### src/rtl/assert_macros.svh
// Assertion macros for the RTL of the pulse median decoder.
`ifndef ASSERT_MACROS_SVH
`define ASSERT_MACROS_SVH

`ifndef SYNTHESIS

// Checked property with a reset that disables it.
`define RCPMD_ASSERT(lbl, clk, rst, prop, msg) \
   lbl: assert property (@(posedge clk) disable iff (rst) (prop)) else $error(msg);

// Checked property that is also watched through reset.
`define RCPMD_ASSERT_ALWAYS(lbl, clk, prop, msg) \
   lbl: assert property (@(posedge clk) (prop)) else $error(msg);

`else

`define RCPMD_ASSERT(lbl, clk, rst, prop, msg)
`define RCPMD_ASSERT_ALWAYS(lbl, clk, prop, msg)

`endif

`endif

### src/rtl/rcpmd_pkg.sv
// Package with the register map, reset values and shared types of the pulse median decoder.
package rcpmd_pkg;

   localparam int WIDTH_W    = 16;
   localparam int TIME_W     = 32;
   localparam int TIMEOUT_W  = 24;
   localparam int GAP_W      = 20;
   localparam int CSR_IDX_W  = 3;
   localparam int CSR_DATA_W = 24;

   localparam logic [CSR_IDX_W-1:0] CSR_NEUTRAL_WIDTH  = 3'd0;
   localparam logic [CSR_IDX_W-1:0] CSR_MIN_WIDTH      = 3'd1;
   localparam logic [CSR_IDX_W-1:0] CSR_MAX_WIDTH      = 3'd2;
   localparam logic [CSR_IDX_W-1:0] CSR_LOST_TIMEOUT   = 3'd3;
   localparam logic [CSR_IDX_W-1:0] CSR_GAP_LOW_BOUND  = 3'd4;
   localparam logic [CSR_IDX_W-1:0] CSR_GAP_HIGH_BOUND = 3'd5;

   localparam logic [WIDTH_W-1:0]   RST_NEUTRAL_WIDTH  = 16'd1500;
   localparam logic [WIDTH_W-1:0]   RST_MIN_WIDTH      = 16'd500;
   localparam logic [WIDTH_W-1:0]   RST_MAX_WIDTH      = 16'd2500;
   localparam logic [TIMEOUT_W-1:0] RST_LOST_TIMEOUT   = 24'd100000;
   localparam logic [GAP_W-1:0]     RST_GAP_LOW_BOUND  = 20'd10000;
   localparam logic [GAP_W-1:0]     RST_GAP_HIGH_BOUND = 20'd40000;

   // Value held by every ring entry after reset.
   localparam logic [WIDTH_W-1:0]   RST_SAMPLE_WIDTH   = 16'd1500;

   typedef struct packed {
      logic [WIDTH_W-1:0]   neutral_width;
      logic [WIDTH_W-1:0]   min_width;
      logic [WIDTH_W-1:0]   max_width;
      logic [TIMEOUT_W-1:0] lost_timeout;
      logic [GAP_W-1:0]     gap_low_bound;
      logic [GAP_W-1:0]     gap_high_bound;
   } cfg_type;

endpackage

### src/rtl/rcpmd_update.sv
// Edge detection, gap check, timing state and sample ring of the pulse median decoder.
module rcpmd_update #(
   parameter int RING_SIZE = 5
) (
   input  logic                         clock,
   input  logic                         reset,
   input  logic                         fire,
   input  logic                         level,
   input  logic [rcpmd_pkg::TIME_W-1:0] time_now,
   input  rcpmd_pkg::cfg_type           cfg,
   output logic [rcpmd_pkg::WIDTH_W-1:0] ring_next [RING_SIZE],
   output logic                         lost
);

   localparam int SLOT_W = $clog2(RING_SIZE);
   localparam logic [SLOT_W-1:0] LAST_SLOT = SLOT_W'(RING_SIZE - 1);

   logic                          prev_level_ff, prev_level_in;
   logic [rcpmd_pkg::TIME_W-1:0]  start_ff, start_in;
   logic [rcpmd_pkg::TIME_W-1:0]  end_ff, end_in;
   logic [SLOT_W-1:0]             slot_ff, slot_in;
   logic [rcpmd_pkg::WIDTH_W-1:0] ring_ff [RING_SIZE];

   logic                          level_change;
   logic                          rise;
   logic                          fall;
   logic                          take;
   logic [rcpmd_pkg::TIME_W-1:0]  gap_time;
   logic [rcpmd_pkg::TIME_W-1:0]  duration;
   logic [rcpmd_pkg::TIME_W-1:0]  since_start;
   logic [rcpmd_pkg::WIDTH_W-1:0] sat_width;

   always_comb begin
      level_change = fire && (level != prev_level_ff);
      rise         = level_change && level;
      fall         = level_change && !level;
      gap_time     = time_now - end_ff;
      take         = rise
                     && (gap_time > {12'd0, cfg.gap_low_bound})
                     && (gap_time < {12'd0, cfg.gap_high_bound});
      duration     = end_ff - start_ff;
      sat_width    = (|duration[31:16]) ? 16'hFFFF : duration[15:0];
      since_start  = time_now - start_ff;
      // A fresh start sets the elapsed time to zero, which never exceeds the timeout.
      lost         = !take && (since_start > {8'd0, cfg.lost_timeout});

      prev_level_in = fire ? level : prev_level_ff;
      start_in      = take ? time_now : start_ff;
      end_in        = fall ? time_now : end_ff;
      if (take) begin
         slot_in = (slot_ff == LAST_SLOT) ? '0 : slot_ff + SLOT_W'(1);
      end else begin
         slot_in = slot_ff;
      end
      for (int i = 0; i < RING_SIZE; i++) begin
         ring_next[i] = (take && (slot_ff == SLOT_W'(i))) ? sat_width : ring_ff[i];
      end
   end

   always_ff @(posedge clock) begin
      if (reset) begin
         prev_level_ff <= 1'b0;
         start_ff      <= '0;
         end_ff        <= '0;
         slot_ff       <= '0;
         for (int i = 0; i < RING_SIZE; i++) begin
            ring_ff[i] <= rcpmd_pkg::RST_SAMPLE_WIDTH;
         end
      end else begin
         prev_level_ff <= prev_level_in;
         start_ff      <= start_in;
         end_ff        <= end_in;
         slot_ff       <= slot_in;
         for (int i = 0; i < RING_SIZE; i++) begin
            ring_ff[i] <= ring_next[i];
         end
      end
   end

endmodule

### src/rtl/rcpmd_median.sv
// Rank-based median selection and limit clamp of the pulse median decoder.
module rcpmd_median #(
   parameter int RING_SIZE = 5
) (
   input  logic [rcpmd_pkg::WIDTH_W-1:0] ring [RING_SIZE],
   input  logic                          lost,
   input  rcpmd_pkg::cfg_type            cfg,
   output logic [rcpmd_pkg::WIDTH_W-1:0] pulse_width
);

   localparam int RANK_W = $clog2(RING_SIZE);
   localparam logic [RANK_W-1:0] MID_RANK = RANK_W'(RING_SIZE / 2);

   logic [RANK_W-1:0]             rank [RING_SIZE];
   logic [rcpmd_pkg::WIDTH_W-1:0] median;

   // Ties are broken by position, so every entry gets a distinct rank and
   // exactly one of them sits at the middle rank.
   always_comb begin
      median = '0;
      for (int i = 0; i < RING_SIZE; i++) begin
         rank[i] = '0;
         for (int j = 0; j < RING_SIZE; j++) begin
            if (j != i) begin
               if ((ring[j] < ring[i]) || ((ring[j] == ring[i]) && (j < i))) begin
                  rank[i] = rank[i] + RANK_W'(1);
               end
            end
         end
         if (rank[i] == MID_RANK) begin
            median = median | ring[i];
         end
      end

      if (lost) begin
         pulse_width = cfg.neutral_width;
      end else if (median < cfg.min_width) begin
         pulse_width = cfg.min_width;
      end else if (median > cfg.max_width) begin
         pulse_width = cfg.max_width;
      end else begin
         pulse_width = median;
      end
   end

endmodule

### src/rtl/rc_pwm_pulse_median_decoder_core.sv
// Top level of the RC pulse-width decoder with median filter and signal-loss detection.
//
// Usage. Each req transaction carries one sample of a receiver pin: the pin
// level and a free-running microsecond timestamp. Every sample gives exactly
// one rsp transaction: the median of the last RING_SIZE accepted pulse widths,
// clamped to the min and max limits, or the neutral width with tuser set when
// no valid pulse start has been seen within the loss timeout.
// The csr channel writes the six limit registers; it is always ready and is
// meant to be used only while no transaction is in flight.
// Pipeline: a sample accepted into the input register passes the update stage
// and the result register before it is presented on rsp. Throughput is one
// sample per cycle while rsp is not stalled; the timing state and the ring
// update together for each sample, so no sample waits for the one before it.
// When the receiver stalls, the result register holds and the update stage and
// input register fill behind it, so req_tready falls only once all three
// stages hold a transaction.
// Reset clears the pipeline, restores the register defaults, zeroes the pulse
// timing and fills the ring with 1500 us.
`include "assert_macros.svh"

module rc_pwm_pulse_median_decoder_core #(
   parameter int RING_SIZE = 5
) (
   input  logic        clock,
   input  logic        reset,
   // Sample channel.
   input  logic        req_tvalid,
   output logic        req_tready,
   input  logic [39:0] req_tdata,   // [0] pin_level, [32:1] time_now, [39:33] zero
   // Result channel.
   output logic        rsp_tvalid,
   input  logic        rsp_tready,
   output logic [15:0] rsp_tdata,   // [15:0] pulse_width
   output logic        rsp_tuser,   // [0] signal_lost
   // Register write channel.
   input  logic        csr_valid,
   output logic        csr_ready,
   input  logic [rcpmd_pkg::CSR_IDX_W-1:0]  csr_index,
   input  logic [rcpmd_pkg::CSR_DATA_W-1:0] csr_data
);

   rcpmd_pkg::cfg_type cfg_ff, cfg_in;

   // Input register.
   logic                          s0_valid_ff, s0_valid_in;
   logic                          s0_level_ff, s0_level_in;
   logic [rcpmd_pkg::TIME_W-1:0]  s0_time_ff, s0_time_in;
   // Update stage output register.
   logic                          s1_valid_ff, s1_valid_in;
   logic                          s1_lost_ff, s1_lost_in;
   logic [rcpmd_pkg::WIDTH_W-1:0] s1_ring_ff [RING_SIZE];
   logic [rcpmd_pkg::WIDTH_W-1:0] s1_ring_in [RING_SIZE];
   // Result register.
   logic                          rsp_valid_ff, rsp_valid_in;
   logic [rcpmd_pkg::WIDTH_W-1:0] rsp_width_ff, rsp_width_in;
   logic                          rsp_lost_ff, rsp_lost_in;

   logic                          out_ready;
   logic                          s1_ready;
   logic                          s0_fire;
   logic [rcpmd_pkg::WIDTH_W-1:0] ring_next [RING_SIZE];
   logic                          lost_next;
   logic [rcpmd_pkg::WIDTH_W-1:0] width_next;

   // Each stage takes a new transaction when it is empty or its own one moves on.
   assign out_ready  = !rsp_valid_ff || rsp_tready;
   assign s1_ready   = !s1_valid_ff || out_ready;
   assign req_tready = !s0_valid_ff || s1_ready;
   assign s0_fire    = s0_valid_ff && s1_ready;

   assign csr_ready  = 1'b1;

   rcpmd_update #(
      .RING_SIZE (RING_SIZE)
   ) u_update (
      .clock     (clock),
      .reset     (reset),
      .fire      (s0_fire),
      .level     (s0_level_ff),
      .time_now  (s0_time_ff),
      .cfg       (cfg_ff),
      .ring_next (ring_next),
      .lost      (lost_next)
   );

   rcpmd_median #(
      .RING_SIZE (RING_SIZE)
   ) u_median (
      .ring        (s1_ring_ff),
      .lost        (s1_lost_ff),
      .cfg         (cfg_ff),
      .pulse_width (width_next)
   );

   always_comb begin
      cfg_in = cfg_ff;
      if (csr_valid) begin
         case (csr_index)
            rcpmd_pkg::CSR_NEUTRAL_WIDTH:  cfg_in.neutral_width  = csr_data[15:0];
            rcpmd_pkg::CSR_MIN_WIDTH:      cfg_in.min_width      = csr_data[15:0];
            rcpmd_pkg::CSR_MAX_WIDTH:      cfg_in.max_width      = csr_data[15:0];
            rcpmd_pkg::CSR_LOST_TIMEOUT:   cfg_in.lost_timeout   = csr_data[23:0];
            rcpmd_pkg::CSR_GAP_LOW_BOUND:  cfg_in.gap_low_bound  = csr_data[19:0];
            rcpmd_pkg::CSR_GAP_HIGH_BOUND: cfg_in.gap_high_bound = csr_data[19:0];
            default: ;
         endcase
      end
   end

   always_comb begin
      // Input register.
      s0_valid_in = s0_valid_ff;
      s0_level_in = s0_level_ff;
      s0_time_in  = s0_time_ff;
      if (req_tready) begin
         s0_valid_in = req_tvalid;
         s0_level_in = req_tdata[0];
         s0_time_in  = req_tdata[32:1];
      end

      // Update stage: the ring copy is the ring as left by this sample.
      s1_valid_in = s1_valid_ff;
      s1_lost_in  = s1_lost_ff;
      s1_ring_in  = s1_ring_ff;
      if (s1_ready) begin
         s1_valid_in = s0_valid_ff;
      end
      if (s0_fire) begin
         s1_lost_in = lost_next;
         s1_ring_in = ring_next;
      end

      // Result register.
      rsp_valid_in = rsp_valid_ff;
      rsp_width_in = rsp_width_ff;
      rsp_lost_in  = rsp_lost_ff;
      if (out_ready) begin
         rsp_valid_in = s1_valid_ff;
         if (s1_valid_ff) begin
            rsp_width_in = width_next;
            rsp_lost_in  = s1_lost_ff;
         end
      end
   end

   always_ff @(posedge clock) begin
      if (reset) begin
         cfg_ff.neutral_width  <= rcpmd_pkg::RST_NEUTRAL_WIDTH;
         cfg_ff.min_width      <= rcpmd_pkg::RST_MIN_WIDTH;
         cfg_ff.max_width      <= rcpmd_pkg::RST_MAX_WIDTH;
         cfg_ff.lost_timeout   <= rcpmd_pkg::RST_LOST_TIMEOUT;
         cfg_ff.gap_low_bound  <= rcpmd_pkg::RST_GAP_LOW_BOUND;
         cfg_ff.gap_high_bound <= rcpmd_pkg::RST_GAP_HIGH_BOUND;
         s0_valid_ff           <= 1'b0;
         s1_valid_ff           <= 1'b0;
         rsp_valid_ff          <= 1'b0;
      end else begin
         cfg_ff       <= cfg_in;
         s0_valid_ff  <= s0_valid_in;
         s1_valid_ff  <= s1_valid_in;
         rsp_valid_ff <= rsp_valid_in;
      end
   end

   // Payload registers carry no reset.
   always_ff @(posedge clock) begin
      s0_level_ff  <= s0_level_in;
      s0_time_ff   <= s0_time_in;
      s1_lost_ff   <= s1_lost_in;
      s1_ring_ff   <= s1_ring_in;
      rsp_width_ff <= rsp_width_in;
      rsp_lost_ff  <= rsp_lost_in;
   end

   assign rsp_tvalid = rsp_valid_ff;
   assign rsp_tdata  = rsp_width_ff;
   assign rsp_tuser  = rsp_lost_ff;

   // A sample that leaves the input register must reach the update stage register.
   `RCPMD_ASSERT(a_s0_moves_on, clock, reset, (s0_valid_ff && s1_ready) |=> s1_valid_ff, "input stage transaction lost")
   // The sample channel only stalls when every stage holds a transaction.
   `RCPMD_ASSERT(a_stall_only_full, clock, reset, !req_tready |-> (s0_valid_ff && s1_valid_ff && rsp_valid_ff), "sample channel stalled with a free stage")
   // A blocked update stage keeps its transaction.
   `RCPMD_ASSERT(a_s1_holds, clock, reset, (s1_valid_ff && !s1_ready) |=> s1_valid_ff, "update stage dropped a stalled transaction")

endmodule

### config.mk
export PLATFORM = sky130hd
export DESIGN_NAME = rc_pwm_pulse_median_decoder_core
export DESIGN_NICKNAME = d
export VERILOG_FILES = /design/src/rtl/rcpmd_pkg.sv /design/src/rtl/rcpmd_update.sv /design/src/rtl/rcpmd_median.sv /design/src/rtl/rc_pwm_pulse_median_decoder_core.sv
export VERILOG_INCLUDE_DIRS = /design/src /design/src/rtl
export SDC_FILE = /design/constraint.sdc
export NUM_CORES = 1
export LEC_CHECK = 0
export ABC_AREA = 1
export ABC_CLOCK_PERIOD_IN_PS = 15600
export BUFFER_PORTS_ARGS = -buffer_cell sky130_fd_sc_hd__buf_4
export CAP_MARGIN = 20
export CELL_PAD_IN_SITES_DETAIL_PLACEMENT = 1
export CELL_PAD_IN_SITES_GLOBAL_PLACEMENT = 2
export CORE_MARGIN = 3
export CORE_UTILIZATION = 41
export DETAILED_ROUTE_END_ITERATION = 7
export GPL_TIMING_DRIVEN = 1
export PLACE_DENSITY = 0.87
export SLEW_MARGIN = 20
export SYNTH_ARGS = -nofsm -noshare
export SYNTH_HDL_FRONTEND = slang
export SYNTH_SLANG_ARGS = --single-unit
### constraint.sdc
create_clock -name clock -period 15.6 [get_ports clock]
set_input_delay 0.78 -clock clock [delete_from_list [all_inputs] [get_ports clock]]
set_output_delay 0.78 -clock clock [all_outputs]
set_load 0.01 [all_outputs]
==> reports/summary.md <==
The die extent in x is 262 microns. The worst hold path begins at req_tdata[10]. The origin of the critical flop-to-flop path is s1_ring_ff[65]$_DFFE_PP_.

After routing, the total negative slack on setup checks comes to 0 ns. The number of global-route vias before repair came out at 25100. For hold timing, the worst endpoint is s0_time_ff[9]$_DFFE_PP_.

The cell count after synthesis is 3491. The depth of the worst register-to-register path is 32. Summing all placed instances gives a cell area of 0.0281 sq mm. After clock tree synthesis, the clock-pin slew on the worst setup and hold paths is 0.06 ns.

The number of sinks on the clock net was 394; the total design power was 2880 uW. Sequential elements use 34.4% of the synthesized area. Number of buffers created by CTS: 48. For this run, the leading register cell type out of synthesis is sky130_fd_sc_hd__dfxtp_1.

The number of enable-type register cells in the synthesized netlist works out to 131. Die outline area: 0.0684 sq mm. The min-delay analysis places its worst path in the category input port to register. The number of warnings printed during yosys synthesis is 0, and the vertical die dimension is 262 microns.

The number of buffers added on ports was 83; the final count of negative-setup-slack endpoints was 0. In the routed layout, each cell is associated on average with a via count of 5.33. Post-detailed-route count of antenna-violating nets: 0. OpenSTA, run right after detailed placement, puts the worst setup slack at 8.67 ns. The logs give 0 for the reported max-cap violation count and 0.60 ns for the clock insertion delay at the later pin of the skew report. The run gives 0.0298 sq mm as the cell area after layout. The initial antenna violation count was 0. The tools report the count of buffers added by post-CTS timing repair for setup as 0. Setup repair after global routing left no endpoint under its margin. Clock tree synthesis selected as its root buffer the cell sky130_fd_sc_hd__clkbuf_16. Counting stages on the worst path, the most repeated cell is sky130_fd_sc_hd__nand2_1.

The clock network burns 40.5% of the power. For flop-to-flop paths, the worst setup slack is 8.68 ns. The overall routing resource usage is 25.6%.

The setup path with the least slack is of type register to register. The first-pass GRT wire length was 138000 microns. For this configuration, the core starts out at a cell density of 41.5%. Counting distinct cell types in the post-synthesis netlist gives 69. The maximum net fanout on the critical path is 17. Per report_power, the sequential group accounts for 38.1% of the total. The worst setup path is launched from a register. For this design the total switching power over the nets is 887 uW. The worst path uses 44.3% of the clock period.

Clock skew on the completed layout was measured at 0.0414 ns. The instance count along the most critical hold path is 1, and the relative slew slack is 30.4%. The tools report the static leakage power as 0.0142 uW. Once the clock tree was built, the resizer swapped 0 gates to a different size. The number of endpoints with negative hold slack in the final report came out at 0.

The tools report the data arrival at the endpoint of the critical path as 7.38 ns. The initialized floorplan defines 93 standard-cell rows. The worst setup path is captured at a register. The run gives 0.906 as the weighted congestion reported at the end of routability-driven placement.

The first TritonRoute pass finished after 5 iterations. Once routing completed, OpenROAD measured the worst setup slack at 8.68 ns. The maximum clock frequency was 145 MHz. The residual overflow from global routing was 0. After synthesis the cells add up to 0.0268 sq mm. Ranked by total cell area, the synthesized netlist is headed by sky130_fd_sc_hd__dfxtp_1, sky130_fd_sc_hd__ha_1, sky130_fd_sc_hd__edfxtp_1, sky130_fd_sc_hd__nand2_1, sky130_fd_sc_hd__inv_1.

Relative to the synthesized area, the layout overhead comes to 11.3%. The number of flip-flops and latches in the synthesized netlist was 394; the layout filler cell count was 8009. Summed over all instances, the cell type with the most area after synthesis is sky130_fd_sc_hd__dfxtp_1. The core region is 0.0646 sq mm.

IR analysis of the VDD net gives a maximum drop of 0.0962 mV. The tools report the number of H-tree branching levels as 2. In this run, post-CTS hold repair placed 0 buffers. The fraction of final layout cells sized beyond drive strength 1 is 7.48%. The run finished with clean final reports. Detailed placement ended at an HPWL of 69400 microns. The run gives 0 as the max-slew violation count. The number of top-level design ports is 92, and the average routed wire per standard cell is 19.6 microns. Data on the critical path is required at its endpoint by 16.06 ns.

The tools report the violation count after the first detailed-route iteration as 1046. The run gives 87200 microns as the total length of routed wires. The largest single stage delay on the critical path is 0.53 ns. The maximum clock path buffer count was 3; the maximum number of pins on one net before global-route repair was 114. On the critical path, the stage with the largest delay is an instance of sky130_fd_sc_hd__nand3_1. The detailed router placed 23700 vias in this run.

After synthesis, the mean cell area works out to 7.67 sq um. The number of nets in the layout is 3988, and the cell internal power dissipation is 1990 uW. Time the final worst path needs with I/O delays and setup: 6.92 ns. The fraction of power consumed by combinational cells came out at 21.3%. TritonCTS built the clock tree.

The pin slew with the least headroom to its limit was 1.04 ns. After synthesis, the largest area contributor takes up 19.7% of total cell area. The number of antenna repair diodes is 0, and the number of design rule violations left after detail routing is 0. The worst-case hold slack came out at 0.361 ns. The run gives 3933 as the net count of the mapped netlist.

The switching power share of the total was 30.8%. The reg-to-reg endpoint is rsp_tdata[7]$_DFFE_PP_. After synthesis, the share of flip-flops with an asynchronous set or reset is 0%. Power spread over the standard cell area amounts to 96.7 mW/mm^2.
[kinds of logic (layout without fill, tap and decap cells)]
| group | Yosys count | after routing | synth area share, % |
|---|---|---|---|
| simple gates | 1206 | 1206 | 19.7 |
| compound gates | 768 | 768 | 16.1 |
| buf+inv | 670 | 764 | 9.73 |
| flops | 394 | 394 | 34.4 |
| fa+ha+maj | 370 | 370 | 17.4 |
| xor+xnor | 82 | 82 | 2.74 |
| other cells | 1 | 1 | 0.0140 |
[area by class of cell]
cell class	instances	area (sq um)	share of cell area, %
well taps	855	1070	3.59
clock buffers	65	1340	4.48
repair buffers	95	728	2.44
clock inverters	24	305	1.02
flip-flops and latches	394	9200	30.9
inverters	580	2180	7.31
multi-input cells	2427	15000	50.3
[worst max path at each step]
stage / startpoint / end / slack (ns) / depth (start not counted)
floorplan: s1_ring_ff[49]$_DFFE_PP_ / rsp_tdata[1]$_DFFE_PP_ / 10.27 / 37
global route: s1_ring_ff[49]$_DFFE_PP_ / rsp_tdata[9]$_DFFE_PP_ / 8.09 / 33
CTS: s1_ring_ff[49]$_DFFE_PP_ / rsp_tdata[1]$_DFFE_PP_ / 8.65 / 33
finish: s1_ring_ff[65]$_DFFE_PP_ / rsp_tdata[7]$_DFFE_PP_ / 8.68 / 32
global placement: s1_ring_ff[65]$_DFFE_PP_ / rsp_tdata[0]$_DFFE_PP_ / 8.90 / 36
detailed placement: s1_ring_ff[49]$_DFFE_PP_ / rsp_tdata[1]$_DFFE_PP_ / 8.67 / 33
[cells in the final DEF (no fill, tap or decap), types with 10 or more instances in the layout]
| cell type | netlist | layout |
|---|---|---|
| sky130_fd_sc_hd__nand2_1 | 731 | 730 |
| sky130_fd_sc_hd__clkbuf_1 | 68 | 11 |
| sky130_fd_sc_hd__edfxtp_1 | 131 | 131 |
| sky130_fd_sc_hd__nand2_2 | 26 | 27 |
| sky130_fd_sc_hd__o211ai_1 | 32 | 32 |
| sky130_fd_sc_hd__a211oi_1 | 10 | 10 |
| sky130_fd_sc_hd__xnor2_1 | 37 | 37 |
| sky130_fd_sc_hd__nor3_1 | 34 | 34 |
| sky130_fd_sc_hd__o22ai_1 | 16 | 16 |
| sky130_fd_sc_hd__o21a_1 | 11 | 11 |
| sky130_fd_sc_hd__dfxtp_1 | 263 | 263 |
| sky130_fd_sc_hd__nor2_2 | 12 | 13 |
| sky130_fd_sc_hd__xor2_1 | 43 | 43 |
| sky130_fd_sc_hd__a21oi_1 | 374 | 374 |
| sky130_fd_sc_hd__buf_4 | 5 | 92 |
| sky130_fd_sc_hd__inv_1 | 571 | 569 |
| sky130_fd_sc_hd__nand4_1 | 42 | 42 |
| sky130_fd_sc_hd__o221ai_1 | 17 | 17 |
| sky130_fd_sc_hd__o21ai_0 | 236 | 236 |
| sky130_fd_sc_hd__nor2_1 | 202 | 201 |
| sky130_fd_sc_hd__ha_1 | 367 | 367 |
| sky130_fd_sc_hd__a21o_1 | 12 | 12 |
| sky130_fd_sc_hd__clkbuf_16 | 0 | 49 |
| sky130_fd_sc_hd__nor2_8 | 10 | 10 |
| sky130_fd_sc_hd__nand3_1 | 107 | 106 |
[per-stage QoR]
step / util [%] / cells
2_1_floorplan: - / 3491
3_5_place_dp: 43.6 / 4350
6_report: 46.1 / 4440
3_3_place_gp: 43.6 / 4350
5_1_grt: 46.1 / 4440
4_1_cts: 46.1 / 4439
[power by group through the flow]
stage	clock network [uW]	registers [uW]	logic [uW]
floorplan	0	1110	423
global placement	0	1120	586
detailed placement	0	1120	615
CTS	1200	1100	620
global route	1240	1100	696
finish	1170	1100	615
[critical path, delay by kind of cell, from the launching register on]
kind,cells,cell delay [ns]
buffers and inverters,4,0.32
adders and majority gates,4,1.41
DFF,1,0.50
AOI/OAI and AO/OA,11,2.57
and+or+nand+nor,13,1.96
[Yosys cell counts (5+ instances only)]
cell type and instances:
sky130_fd_sc_hd__inv_1 571, sky130_fd_sc_hd__o21ai_1 5, sky130_fd_sc_hd__a21oi_1 374, sky130_fd_sc_hd__nand3b_1 5, sky130_fd_sc_hd__nand4_1 42, sky130_fd_sc_hd__nand2_1 731
sky130_fd_sc_hd__buf_6 6, sky130_fd_sc_hd__nand2_2 26, sky130_fd_sc_hd__buf_2 8, sky130_fd_sc_hd__xor2_1 43, sky130_fd_sc_hd__nor2_2 12, sky130_fd_sc_hd__a21o_1 12
sky130_fd_sc_hd__dfxtp_1 263, sky130_fd_sc_hd__o21a_1 11, sky130_fd_sc_hd__nor2_8 10, sky130_fd_sc_hd__buf_4 5, sky130_fd_sc_hd__o21ai_0 236, sky130_fd_sc_hd__nor2_1 202
sky130_fd_sc_hd__clkbuf_1 68, sky130_fd_sc_hd__a31oi_1 7, sky130_fd_sc_hd__nor3_1 34, sky130_fd_sc_hd__o221a_2 5, sky130_fd_sc_hd__o221ai_1 17, sky130_fd_sc_hd__nor4_1 8
sky130_fd_sc_hd__o211ai_1 32, sky130_fd_sc_hd__xnor2_1 37, sky130_fd_sc_hd__nand3_1 107, sky130_fd_sc_hd__edfxtp_1 131, sky130_fd_sc_hd__o22ai_1 16, sky130_fd_sc_hd__o21bai_1 9
sky130_fd_sc_hd__ha_1 367, sky130_fd_sc_hd__a211oi_1 10, sky130_fd_sc_hd__inv_2 7
[per-layer routing]
metal / GRT usage (%) / wire, microns / vias up
met1: 31.9 / 38800 / 11500
met5: 0 / 0 / -
met3: 2.27 / 1990 / 118
met2: 46.8 / 43700 / 290
met4: 8.05 / 2670 / 0
li1: - / - / 11700
[flip-flops by register name, summed over array words and instances (netlist names), 3 cells and up]
signal / cells
cfg_ff: 112
rsp_tdata: 16
s0_time_ff: 32
s1_ring_ff: 80
u_update.end_ff: 32
u_update.ring_ff: 80
u_update.slot_ff: 3
u_update.start_ff: 32
No activity file was read; power rests on OpenSTA's default activity.
